### config.mk
export PLATFORM = sky130hd
export DESIGN_NAME = pll_divider_search_top
export DESIGN_NICKNAME = d
export VERILOG_FILES = /design/src/pds_pkg.sv /design/src/pds_divider.sv /design/src/pds_datapath.sv /design/src/pds_ctrl.sv /design/src/pll_divider_search_top.sv
export SDC_FILE = /design/constraint.sdc
export NUM_CORES = 1
export LEC_CHECK = 0
export BUFFER_PORTS_ARGS = -buffer_cell sky130_fd_sc_hd__buf_2
export CORE_MARGIN = 3
export CORE_UTILIZATION = 65
export CTS_BUF_LIST = sky130_fd_sc_hd__clkbuf_16
export CTS_CLUSTER_DIAMETER = 150
export DETAILED_ROUTE_END_ITERATION = 12
export PLACE_DENSITY = 0.93
export SLEW_MARGIN = 20
export SYNTH_ARGS = -nofsm -noshare
export SYNTH_HDL_FRONTEND = slang
export SYNTH_SLANG_ARGS = --single-unit
### constraint.sdc
create_clock -name clk -period 31.3 [get_ports clk]
set_clock_uncertainty 0.1 [all_clocks]
set_input_delay 6.26 -clock clk [delete_from_list [all_inputs] [get_ports clk]]
set_output_delay 6.26 -clock clk [all_outputs]
set_load 0.01 [all_outputs]
### src/pds_pkg.sv
// Shared types and constants of the PLL divider search block.
package pds_pkg;

  localparam int unsigned TargetW  = 22;
  localparam int unsigned FreqW    = 18;
  localparam int unsigned ClkW     = 16;
  localparam int unsigned DivisorW = 11;
  localparam int unsigned MW       = 6;
  localparam int unsigned NW       = 9;
  localparam int unsigned PW       = 2;
  localparam int unsigned VcoOutW  = ClkW + NW;

  localparam logic [TargetW-1:0]  TARGET_MAX_KHZ  = 22'd180000;
  localparam logic [ClkW-1:0]     VCO_IN_MIN_KHZ  = 16'd1000;
  localparam logic [ClkW-1:0]     VCO_IN_MAX_KHZ  = 16'd2000;
  localparam logic [VcoOutW-1:0]  VCO_OUT_MIN_KHZ = 25'd100000;
  localparam logic [VcoOutW-1:0]  VCO_OUT_MAX_KHZ = 25'd432000;
  localparam logic [NW-1:0]       N_FIRST         = 9'd50;
  localparam logic [NW-1:0]       N_LAST          = 9'd432;
  localparam logic [MW-1:0]       M_FIRST         = 6'd2;
  localparam logic [MW-1:0]       M_LAST          = 6'd63;
  localparam logic [PW-1:0]       P_LAST          = 2'd3;

  // Reciprocal of three: floor(x / 3) == (x * RECIP3) >> RECIP3_SHIFT for x below 2^18.
  localparam logic [FreqW-1:0]    RECIP3          = 18'd174763;
  localparam int unsigned         RECIP3_SHIFT    = 19;

  // Preset M: floor(x / 2000) == ((x >> 4) * RECIP125) >> RECIP125_SHIFT for 16-bit x.
  localparam logic [12:0]         RECIP125        = 13'd4195;
  localparam int unsigned         RECIP125_SHIFT  = 19;

  localparam logic [ClkW-1:0]     CLK_RESET_KHZ   = 16'd16000;

  typedef enum logic [1:0] {
    STATUS_OK          = 2'd0,
    STATUS_TARGET_HIGH = 2'd1,
    STATUS_PRESET_BAD  = 2'd2
  } status_t;

  // Commands from the controller to the datapath.
  typedef struct packed {
    logic    load;
    logic    div_start;
    logic    take_m;
    logic    take_vco;
    logic    mul;
    logic    eval;
    logic    n_inc;
    logic    m_inc;
    logic    fail;
    status_t fail_code;
    logic    publish;
  } cmd_t;

  // Conditions reported by the datapath to the controller.
  typedef struct packed {
    logic target_high;
    logic div_done;
    logic m_bad;
    logic vco_in_high;
    logic vco_in_low;
    logic vco_out_low;
    logic vco_out_high;
    logic n_last;
    logic m_last;
    logic p_last;
    logic exact;
    logic out_free;
  } stat_t;

endpackage

### src/pds_divider.sv
// Restoring divider, one quotient bit per cycle.
module pds_divider (
  input  logic                          clk,
  input  logic                          rst,
  input  logic                          start,
  input  logic [pds_pkg::ClkW-1:0]      dividend,
  input  logic [pds_pkg::DivisorW-1:0]  divisor,
  output logic [pds_pkg::ClkW-1:0]      quotient,
  output logic                          done
);
  import pds_pkg::*;

  localparam int unsigned CntW = $clog2(ClkW + 1);

  logic [DivisorW-1:0] rem;
  logic [DivisorW-1:0] dvs;
  logic [ClkW-1:0]     quo;
  logic [CntW-1:0]     cnt;
  logic [DivisorW:0]   trial;
  logic                fits;

  assign trial    = {rem, quo[ClkW-1]};
  assign fits     = trial >= {1'b0, dvs};
  assign quotient = quo;

  always_ff @(posedge clk) begin
    if (rst) begin
      cnt  <= '0;
      done <= 1'b0;
    end else if (start) begin
      cnt  <= CntW'(ClkW);
      done <= 1'b0;
      rem  <= '0;
      quo  <= dividend;
      dvs  <= divisor;
    end else begin
      done <= (cnt == CntW'(1));
      if (cnt != '0) begin
        cnt <= cnt - CntW'(1);
        rem <= fits ? DivisorW'(trial - {1'b0, dvs}) : trial[DivisorW-1:0];
        quo <= {quo[ClkW-2:0], fits};
      end
    end
  end

endmodule

### src/pds_datapath.sv
// Datapath: candidate arithmetic, best-candidate registers and the result register.
module pds_datapath (
  input  logic                         clk,
  input  logic                         rst,
  input  pds_pkg::cmd_t                cmd,
  output pds_pkg::stat_t               stat,
  input  logic [pds_pkg::ClkW-1:0]     input_clock_khz,
  input  logic [pds_pkg::TargetW-1:0]  target_khz,
  input  logic                         out_stall,
  output logic                         out_valid,
  output logic [1:0]                   status,
  output logic [pds_pkg::FreqW-1:0]    achieved_khz,
  output logic [pds_pkg::MW-1:0]       div_m,
  output logic [pds_pkg::NW-1:0]       mult_n,
  output logic [pds_pkg::PW-1:0]       div_p_code
);
  import pds_pkg::*;

  logic [TargetW-1:0]   target;
  logic [MW-1:0]        m;
  logic [ClkW-1:0]      vco_in;
  logic [NW-1:0]        n;
  logic [VcoOutW-1:0]   vco_out;
  logic [PW-1:0]        p;
  logic [TargetW-1:0]   best_dist;
  logic [FreqW-1:0]     best_f;
  logic [MW-1:0]        best_m;
  logic [NW-1:0]        best_n;
  logic [PW-1:0]        best_p;
  status_t              res_status;

  logic [ClkW-1:0]      quotient;
  logic [DivisorW-1:0]  divisor;
  logic [ClkW+8:0]      preset_prod;
  logic [MW-1:0]        preset_m;
  logic [FreqW-1:0]     half;
  logic [2*FreqW-1:0]   third_prod;
  logic [FreqW-1:0]     f;
  logic [TargetW-1:0]   f_ext;
  logic [TargetW-1:0]   cand_gap;

  assign divisor = DivisorW'(m);

  pds_divider u_div (
    .clk      (clk),
    .rst      (rst),
    .start    (cmd.div_start),
    .dividend (input_clock_khz),
    .divisor  (divisor),
    .quotient (quotient),
    .done     (stat.div_done)
  );

  // The preset M never exceeds 32 for a 16-bit clock, so six bits hold it.
  assign preset_prod = input_clock_khz[ClkW-1:4] * RECIP125;
  assign preset_m    = MW'(preset_prod >> RECIP125_SHIFT);

  // Only VCO outputs inside the legal window are evaluated, so 19 bits carry them.
  assign half       = vco_out[FreqW:1];
  assign third_prod = half * RECIP3;

  always_comb begin
    unique case (p)
      2'd0:    f = half;
      2'd1:    f = half >> 1;
      2'd2:    f = FreqW'(third_prod >> RECIP3_SHIFT);
      default: f = half >> 2;
    endcase
  end

  assign f_ext    = TargetW'(f);
  assign cand_gap = (target > f_ext) ? (target - f_ext) : (f_ext - target);

  assign stat.target_high  = target > TARGET_MAX_KHZ;
  assign stat.m_bad        = preset_m < M_FIRST;
  assign stat.vco_in_high  = vco_in > VCO_IN_MAX_KHZ;
  assign stat.vco_in_low   = vco_in < VCO_IN_MIN_KHZ;
  assign stat.vco_out_low  = vco_out < VCO_OUT_MIN_KHZ;
  assign stat.vco_out_high = vco_out > VCO_OUT_MAX_KHZ;
  assign stat.n_last       = n == N_LAST;
  assign stat.m_last       = m == M_LAST;
  assign stat.p_last       = p == P_LAST;
  assign stat.exact        = best_dist == '0;
  assign stat.out_free     = !out_valid || !out_stall;

  always_ff @(posedge clk) begin
    if (cmd.load) begin
      target     <= target_khz;
      best_dist  <= target_khz;
      best_f     <= '0;
      best_m     <= '0;
      best_n     <= '0;
      best_p     <= '0;
      m          <= M_FIRST;
      res_status <= STATUS_OK;
    end
    if (cmd.take_m) begin
      m      <= preset_m;
      best_m <= preset_m;
    end
    if (cmd.take_vco) begin
      vco_in <= quotient;
      n      <= N_FIRST;
    end
    if (cmd.mul) begin
      vco_out <= vco_in * n;
      p       <= '0;
    end
    if (cmd.eval) begin
      p <= p + PW'(1);
      if (cand_gap < best_dist) begin
        best_dist <= cand_gap;
        best_f    <= f;
        best_m    <= m;
        best_n    <= n;
        best_p    <= p;
      end
    end
    if (cmd.n_inc) n <= n + NW'(1);
    if (cmd.m_inc) m <= m + MW'(1);
    if (cmd.fail) begin
      res_status <= cmd.fail_code;
      best_f     <= '0;
      best_m     <= '0;
      best_n     <= '0;
      best_p     <= '0;
    end
  end

  // Result register: a finished search waits here while a new one may start.
  always_ff @(posedge clk) begin
    if (rst) begin
      out_valid <= 1'b0;
    end else if (cmd.publish) begin
      out_valid <= 1'b1;
    end else if (!out_stall) begin
      out_valid <= 1'b0;
    end
  end

  always_ff @(posedge clk) begin
    if (cmd.publish) begin
      status       <= res_status;
      achieved_khz <= best_f;
      div_m        <= best_m;
      mult_n       <= best_n;
      div_p_code   <= best_p;
    end
  end

endmodule

### src/pds_ctrl.sv
// Controller state machine that sequences the M, N and P search.
module pds_ctrl (
  input  logic           clk,
  input  logic           rst,
  input  logic           in_valid,
  output logic           in_stall,
  input  logic           preset_divider_mode,
  input  pds_pkg::stat_t stat,
  output pds_pkg::cmd_t  cmd
);
  import pds_pkg::*;

  typedef enum logic [10:0] {
    S_IDLE   = 11'b00000000001,
    S_CHECK  = 11'b00000000010,
    S_PDIV   = 11'b00000000100,
    S_MSTART = 11'b00000001000,
    S_MDIV   = 11'b00000010000,
    S_MCHK   = 11'b00000100000,
    S_NMUL   = 11'b00001000000,
    S_NCHK   = 11'b00010000000,
    S_PEVAL  = 11'b00100000000,
    S_ENDM   = 11'b01000000000,
    S_FINISH = 11'b10000000000
  } state_t;

  state_t state, state_next;

  assign in_stall = state != S_IDLE;

  always_ff @(posedge clk) begin
    if (rst) state <= S_IDLE;
    else     state <= state_next;
  end

  always_comb begin
    cmd        = '0;
    cmd.fail_code = STATUS_OK;
    state_next = state;
    unique case (state)
      S_IDLE: begin
        if (in_valid) begin
          cmd.load   = 1'b1;
          state_next = S_CHECK;
        end
      end
      S_CHECK: begin
        if (stat.target_high) begin
          cmd.fail      = 1'b1;
          cmd.fail_code = STATUS_TARGET_HIGH;
          state_next    = S_FINISH;
        end else if (preset_divider_mode) begin
          state_next = S_PDIV;
        end else begin
          cmd.div_start = 1'b1;
          state_next    = S_MDIV;
        end
      end
      S_PDIV: begin
        if (stat.m_bad) begin
          cmd.fail      = 1'b1;
          cmd.fail_code = STATUS_PRESET_BAD;
          state_next    = S_FINISH;
        end else begin
          cmd.take_m = 1'b1;
          state_next = S_MSTART;
        end
      end
      S_MSTART: begin
        cmd.div_start = 1'b1;
        state_next    = S_MDIV;
      end
      S_MDIV: begin
        if (stat.div_done) begin
          cmd.take_vco = 1'b1;
          state_next   = S_MCHK;
        end
      end
      S_MCHK: begin
        if (!preset_divider_mode && stat.vco_in_high) state_next = S_ENDM;
        else if (!preset_divider_mode && stat.vco_in_low) state_next = S_FINISH;
        else state_next = S_NMUL;
      end
      S_NMUL: begin
        cmd.mul    = 1'b1;
        state_next = S_NCHK;
      end
      S_NCHK: begin
        if (stat.vco_out_high) begin
          state_next = S_ENDM;
        end else if (stat.vco_out_low) begin
          if (stat.n_last) begin
            state_next = S_ENDM;
          end else begin
            cmd.n_inc  = 1'b1;
            state_next = S_NMUL;
          end
        end else begin
          state_next = S_PEVAL;
        end
      end
      S_PEVAL: begin
        if (stat.exact) begin
          state_next = S_FINISH;
        end else begin
          cmd.eval = 1'b1;
          if (stat.p_last) begin
            if (stat.n_last) begin
              state_next = S_ENDM;
            end else begin
              cmd.n_inc  = 1'b1;
              state_next = S_NMUL;
            end
          end
        end
      end
      S_ENDM: begin
        if (preset_divider_mode || stat.m_last) begin
          state_next = S_FINISH;
        end else begin
          cmd.m_inc  = 1'b1;
          state_next = S_MSTART;
        end
      end
      S_FINISH: begin
        if (stat.out_free) begin
          cmd.publish = 1'b1;
          state_next  = S_IDLE;
        end
      end
      default: state_next = S_IDLE;
    endcase
  end

endmodule

### src/pll_divider_search_top.sv
// Top level of the PLL divider search block: configuration registers and unit wiring.
//
//   Channel   Handshake          Beat contents
//   input     in_valid/in_stall  target_khz
//   output    out_valid/out_stall status, achieved_khz, div_m, mult_n, div_p_code
//   config    APB (psel/penable) input_clock_khz at 0x0, preset_divider_mode at 0x4
//
// One input beat is searched at a time; the input is stalled from acceptance until the
// result has been placed in the output register. Each M uses the shared restoring divider,
// each N a multiply and a range check plus an evaluation of the four P codes when its VCO
// output is legal, and an exact hit or an error ends the search early. Reset is synchronous
// and returns the registers to 16000 kHz and search mode. A stalled result waits in the
// output register while the next beat may already be accepted and searched.
module pll_divider_search_top (
  input  logic        clk,
  input  logic        rst,
  input  logic        psel,
  input  logic        penable,
  input  logic        pwrite,
  input  logic [2:0]  paddr,
  input  logic [31:0] pwdata,
  output logic [31:0] prdata,
  output logic        pready,
  input  logic        in_valid,
  output logic        in_stall,
  input  logic [21:0] target_khz,
  output logic        out_valid,
  input  logic        out_stall,
  output logic [1:0]  status,
  output logic [17:0] achieved_khz,
  output logic [5:0]  div_m,
  output logic [8:0]  mult_n,
  output logic [1:0]  div_p_code
);
  import pds_pkg::*;

  logic [ClkW-1:0] input_clock_khz;
  logic            preset_divider_mode;
  logic            cfg_write;
  cmd_t            cmd;
  stat_t           stat;

  // Registers are decoded on address bit 2 alone; the low bits are ignored.
  assign pready    = 1'b1;
  assign cfg_write = psel && penable && pwrite && pready;
  assign prdata    = paddr[2] ? {31'b0, preset_divider_mode} : {16'b0, input_clock_khz};

  always_ff @(posedge clk) begin
    if (rst) begin
      input_clock_khz     <= CLK_RESET_KHZ;
      preset_divider_mode <= 1'b0;
    end else if (cfg_write) begin
      if (paddr[2]) preset_divider_mode <= pwdata[0];
      else          input_clock_khz     <= pwdata[ClkW-1:0];
    end
  end

  pds_ctrl u_ctrl (
    .clk                 (clk),
    .rst                 (rst),
    .in_valid            (in_valid),
    .in_stall            (in_stall),
    .preset_divider_mode (preset_divider_mode),
    .stat                (stat),
    .cmd                 (cmd)
  );

  pds_datapath u_dp (
    .clk             (clk),
    .rst             (rst),
    .cmd             (cmd),
    .stat            (stat),
    .input_clock_khz (input_clock_khz),
    .target_khz      (target_khz),
    .out_stall       (out_stall),
    .out_valid       (out_valid),
    .status          (status),
    .achieved_khz    (achieved_khz),
    .div_m           (div_m),
    .mult_n          (mult_n),
    .div_p_code      (div_p_code)
  );

endmodule
== Word level (Yosys, flattened, before mapping) ==
Index checks and enable logic that the tools add are counted.

* $add $sub $neg: 7
* Reductions and logical operators: 23
* Bitwise operators: 2
* Equality and inequality tests: 23
* Multipliers: 3
* Magnitude comparators: 9
* Mux-type cells: 75

{| class="wikitable"
|+ Operators by type and width
! operator !! number
|-
| $mux W11 || 14
|-
| $pmux W11 S11 || 1
|-
| $mux W22 || 4
|-
| $mux W18 || 3
|-
| $pmux W18 S3 || 1
|-
| $mux W16 || 3
|-
| $mux W9 || 5
|-
| $mux W6 || 7
|-
| $mul A18 B18 Y36 const B || 1
|-
| $gt A25 B19 Y1 const B || 1
|-
| $lt A25 B17 Y1 const B || 1
|-
| $mul A12 B13 Y25 const B || 1
|-
| $mul A16 B9 Y25 || 1
|-
| $gt A22 B18 Y1 || 1
|-
| $gt A22 B18 Y1 const B || 1
|-
| $logic_not A22 Y1 || 1
|-
| $lt A22 B22 Y1 || 1
|-
| $sub A18 B22 Y22 || 1
|-
| $sub A22 B18 Y22 || 1
|-
| $mux W1 || 20
|-
| $gt A16 B11 Y1 const B || 1
|-
| $lt A16 B10 Y1 const B || 1
|-
| $mux W2 || 8
|-
| $mux W5 || 3
|-
| 42 further kinds || 60
|}

* Bits of input ports: 64
* Flip-flop bits (word level): 244

== Longest topological paths before layout ==
* Depth in word-level cells: 7
* Gate-level depth with buffers: 45
* Gate-level depth less buffers: 43

== Modules after synthesis ==
Synthesis repeated with hierarchy kept, for this count alone.

* Cells, all modules: 2,693
* Area total of the unflattened synthesis: 26,028.7 um^2

{| class="wikitable"
|+ Modules (own cells, without submodules)
! module !! times used !! cells an instance !! sequential area each (um^2) !! area an instance (um^2)
|-
| pds_datapath || 1 || 2,246 || 4,734.5 || 21,550.7
|-
| pds_divider || 1 || 217 || 1,261.2 || 2,542.4
|-
| pll_divider_search_top || 1 || 110 || 340.3 || 1,002.2
|-
| pds_ctrl || 1 || 120 || 220.2 || 933.4
|}

== Worst setup path before layout ==
No wires, ideal clock.

* Kind: input to output
* Start: input paddr[2]
* End: output prdata[11]
* Setup slack: 18.014 ns
* Arrival: 6.926 ns
* Required time: 24.940 ns
* Stages: 3
* Path buffers: 2
* Cell sequence: clkbuf_1 clkbuf_1 nor2b_1

* Cells in the longest elaborated chain, start to end: 1

{| class="wikitable"
|+ RTL lines
! element !! RTL line !! text
|-
| start, declared || pll_divider_search_top.sv:20 || <nowiki>input logic [2:0] paddr,</nowiki>
|-
| $mux W16 || pll_divider_search_top.sv:46 || <nowiki>assign prdata = paddr[2] ? {31'b0, preset_divider_mode} : {16'b0, input_clock_khz};</nowiki>
|-
| end, declared || pll_divider_search_top.sv:22 || <nowiki>output logic [31:0] prdata,</nowiki>
|}

No other way between the ends.

== Worst setup path after layout ==
* Start: input paddr[2]
* End: output prdata[0]

Same word-level chain as after synthesis.

==> load_flow_metrics.sql <==
INSERT INTO impl_metrics (metric_group, metric, value, unit) VALUES
('worst_setup_path', 'regToRegStartpoint', 'u_dp.vco_out[7]', ''),
('final_layout', 'antenna_cells', '0', ''),
('route', 'post_drt_wl_per_cell', '19.7', 'um'),
('timing', 'timing.fmax', '0.0746', 'GHz'),
('final_layout', 'layout-drive-gt1-share', '7.48', '%'),
('clock_tree', 'clk_latency', '570', 'ps'),
('flow_run', 'maxCapViolations', '0', ''),
('timing', 'final_report_setup_violation_count', '0', ''),
('hold_path', 'holdPathEnd', 'u_dp.status[0]', ''),
('synth', 'synth_area_per_cell', '9.52', 'um^2'),
('route', 'met3_wirelength', '5.27', 'mm'),
('worst_setup_path', 'critPathTopFamily', 'buffers and inverters', ''),
('synth', 'synth_seq_area_share', '26.0', '%'),
('worst_setup_path', 'required', '24940', 'ps'),
('synth', 'synth-edff-count', '152', ''),
('worst_setup_path', 'timing.critical_path.mode_cell', 'sky130_fd_sc_hd__buf_2', ''),
('clock_tree', 'num_cts_buffers', '27', ''),
('route', 'detail_route.vias_per_cell', '6.10', ''),
('floorplan', 'die_w', '201', 'um'),
('synth', 'share_of_flip_flops_with_an_asynchronous_set_or_reset', '0', '%'),
('final_layout', 'fill_cells', '2474', ''),
('synth', 'syn_inst', '2590', ''),
('clock_tree', 'tritoncts', 'done', ''),
('route', 'route.antenna.remaining_nets', '0', ''),
('clock_tree', 'clock_tree.root_cell', 'sky130_fd_sc_hd__clkbuf_16', ''),
('floorplan', 'start_util', '66.6', '%'),
('global_routing', 'grt_pass1_wl', '102', 'mm'),
('global_routing', 'globalRouteOverflowTotal', '0', ''),
('worst_setup_path', 'timing.critical_path.cells', 'buf_2, mux2_2, buf_2', ''),
('power', 'total_power', '895', 'uW'),
('timing', 'final_hold_viol_count', '0', ''),
('global_routing', 'gr-usage-all-layers', '30.8', '%'),
('timing', 'rsz0062_at_grt', 'no', ''),
('clock_tree', 'cts.clk_slew.worst_paths', '60', 'ps'),
('place', 'hpwl', '48.5', 'mm'),
('floorplan', 'fp.dieArea', '40300', 'um^2'),
('worst_setup_path', 'critical_path_buf_inv_count', '2', ''),
('global_routing', 'first_global_vias', '20000', ''),
('worst_setup_path', 'worst_ep_arrival_time', '7040', 'ps'),
('final_layout', 'design.final.nets', '3284', ''),
('worst_setup_path', 'endpoint_kind', 'output port', ''),
('synth', 'dominantRegCellSynth', 'sky130_fd_sc_hd__edfxtp_1', ''),
('place', 'place_congestion', '0.986', ''),
('outcome', 'run_status', 'completed', ''),
('hold_path', 'hold_depth', '0', ''),
('synth', 'synth-warning-count', '0', ''),
('synth', 'synth.cell_area', '24700', 'um^2'),
('floorplan', 'fp_rows', '70', ''),
('power', 'vdd.ir_drop.worst', '0.0621', 'mV'),
('route', 'drt_iter0_drc', '1795', ''),
('route', 'met2_wirelength', '30.5', 'mm'),
('worst_setup_path', 'cpPeakStageDelay', '370', 'ps'),
('worst_setup_path', 'timing_worst_setup_path_type', 'input pin to output port', ''),
('worst_setup_path', 'timing.rr.end', 'u_dp.best_n[6]', ''),
('clock_tree', 'cts.sinks', '244', ''),
('clock_tree', 'postCtsSetupRepairBufs', '0', ''),
('floorplan', 'coreArea', '37000', 'um^2'),
('worst_setup_path', 'worst-path-max-fanout', '19', ''),
('worst_setup_path', 'critPathLaunchType', 'input pin', ''),
('synth', 'synth.largest_area_cell', 'sky130_fd_sc_hd__fa_1', ''),
('route', 'detail_route.first_pass.iterations', '6', ''),
('route', 'drt_drc_violations_left', '0', ''),
('floorplan', 'top_level_ports', '136', ''),
('clock_tree', 'cts.htree.levels', '1', ''),
('synth', 'yosys.area.top_type_share', '18.5', '%'),
('timing', 'worst_pin_slew', '1110', 'ps'),
('global_routing', 'antenna_found_initial', '0', ''),
('hold_path', 'hold_path_class', 'flop to flop', ''),
('route', 'dr.max_layer_used', 'met4', ''),
('place', 'port_buffers', '100', ''),
('global_routing', 'grt_start_max_net_pins', '47', '');
power by group:
part | total, uW | internal, uW | switching (uW)
sequential | 397 | 376 | 21.4
clock | 318 | 178 | 141
combinational | 180 | 74.5 | 105
total | 895 | 628 | 267
layer usage:
layer | vias up | global-route usage (%)
li1 | 8712 | -
met1 | 9364 | 38.5
met2 | 996 | 53.7
met3 | 234 | 4.98
met4 | 0 | 12.1
met5 | - | 0
worst register-to-register path: cells and delay by family, from the launching register on:
family                     cells  cell delay (ps)
and+or+nand+nor               10             2840
DFF                            1              640
xor gates and xnor gates       1              230
muxes                          1              510
adders and majority gates      9             4020
buffers and inverters          5              600
AOI/OAI and AO/OA             14             3730
sequential cells by signal, indices dropped and copies added, names as in the netlist, 5 cells and up:
| register | count |
|---|---|
| u_dp.best_n | 9 |
| u_dp.best_m | 6 |
| u_dp.u_div.dvs | 6 |
| u_dp.u_div.rem | 11 |
| u_dp.target | 22 |
| u_dp.best_dist | 22 |
| u_dp.m | 6 |
| u_dp.div_m | 6 |
| u_dp.u_div.quotient | 16 |
| u_dp.best_f | 18 |
| input_clock_khz | 16 |
| u_dp.mult_n | 9 |
| u_dp.u_div.cnt | 5 |
| u_dp.n | 9 |
| u_dp.vco_in | 16 |
| u_ctrl.state | 11 |
| u_dp.achieved_khz | 18 |
| u_dp.vco_out | 25 |
cell usage in the layout (no fill, tap or decap), types with 61 or more instances in the layout:
master / n
sky130_fd_sc_hd__and2_1: 68
sky130_fd_sc_hd__a21oi_1: 123
sky130_fd_sc_hd__edfxtp_1: 152
sky130_fd_sc_hd__inv_1: 462
sky130_fd_sc_hd__buf_2: 100
sky130_fd_sc_hd__o21ai_0: 61
sky130_fd_sc_hd__dfxtp_1: 92
sky130_fd_sc_hd__fa_1: 228
sky130_fd_sc_hd__nor2_1: 114
sky130_fd_sc_hd__nand2_1: 257
sky130_fd_sc_hd__ha_1: 354
worst max-delay path by stage:
stage | depth (start not counted) | slack (ps) | end | from
detailed placement | 3 | 17900 | prdata[0] | paddr[2]
finish | 3 | 17900 | prdata[0] | paddr[2]
global route | 3 | 17850 | prdata[0] | paddr[2]
CTS | 3 | 17890 | prdata[0] | paddr[2]
global placement | 3 | 17930 | prdata[0] | paddr[2]
floorplan | 3 | 18010 | prdata[11] | paddr[2]
metrics by stage:
step	area (um^2)	std cells	util, %	setup slack (ps)
3_5_place_dp	25500	3113	68.7	17900
6_report	26300	3163	71.1	17900
4_1_cts	26300	3163	71.1	17890
3_3_place_gp	25500	3113	68.7	17930
2_1_floorplan	24700	2605	-	18010
5_1_grt	26300	3163	71.1	17850
cell type report:
| class | instances | area [um^2] | share of cell area, % |
|---|---|---|---|
| well taps | 504 | 631 | 2.39 |
| clock buffers | 27 | 676 | 2.56 |
| inverters | 465 | 1750 | 6.63 |
| flip-flops and latches | 244 | 6410 | 24.3 |
| clock inverters | 23 | 209 | 0.793 |
| multi-input cells | 1791 | 16100 | 61.1 |
| repair buffers | 109 | 568 | 2.16 |
kinds of logic (layout without fill, tap and decap cells):
family / count (synthesis) / count (layout) / share of synthesized area [%]
other cells: 2 / 17 / 0.0304
xor+xnor: 75 / 75 / 2.66
compound gates: 418 / 418 / 11.2
simple gates: 664 / 664 / 13.0
buf+inv: 570 / 624 / 9.13
fa+ha+maj: 582 / 582 / 36.5
mux: 35 / 35 / 1.55
flops: 244 / 244 / 26.0
Note: power is estimated with default switching activity, not from simulation.
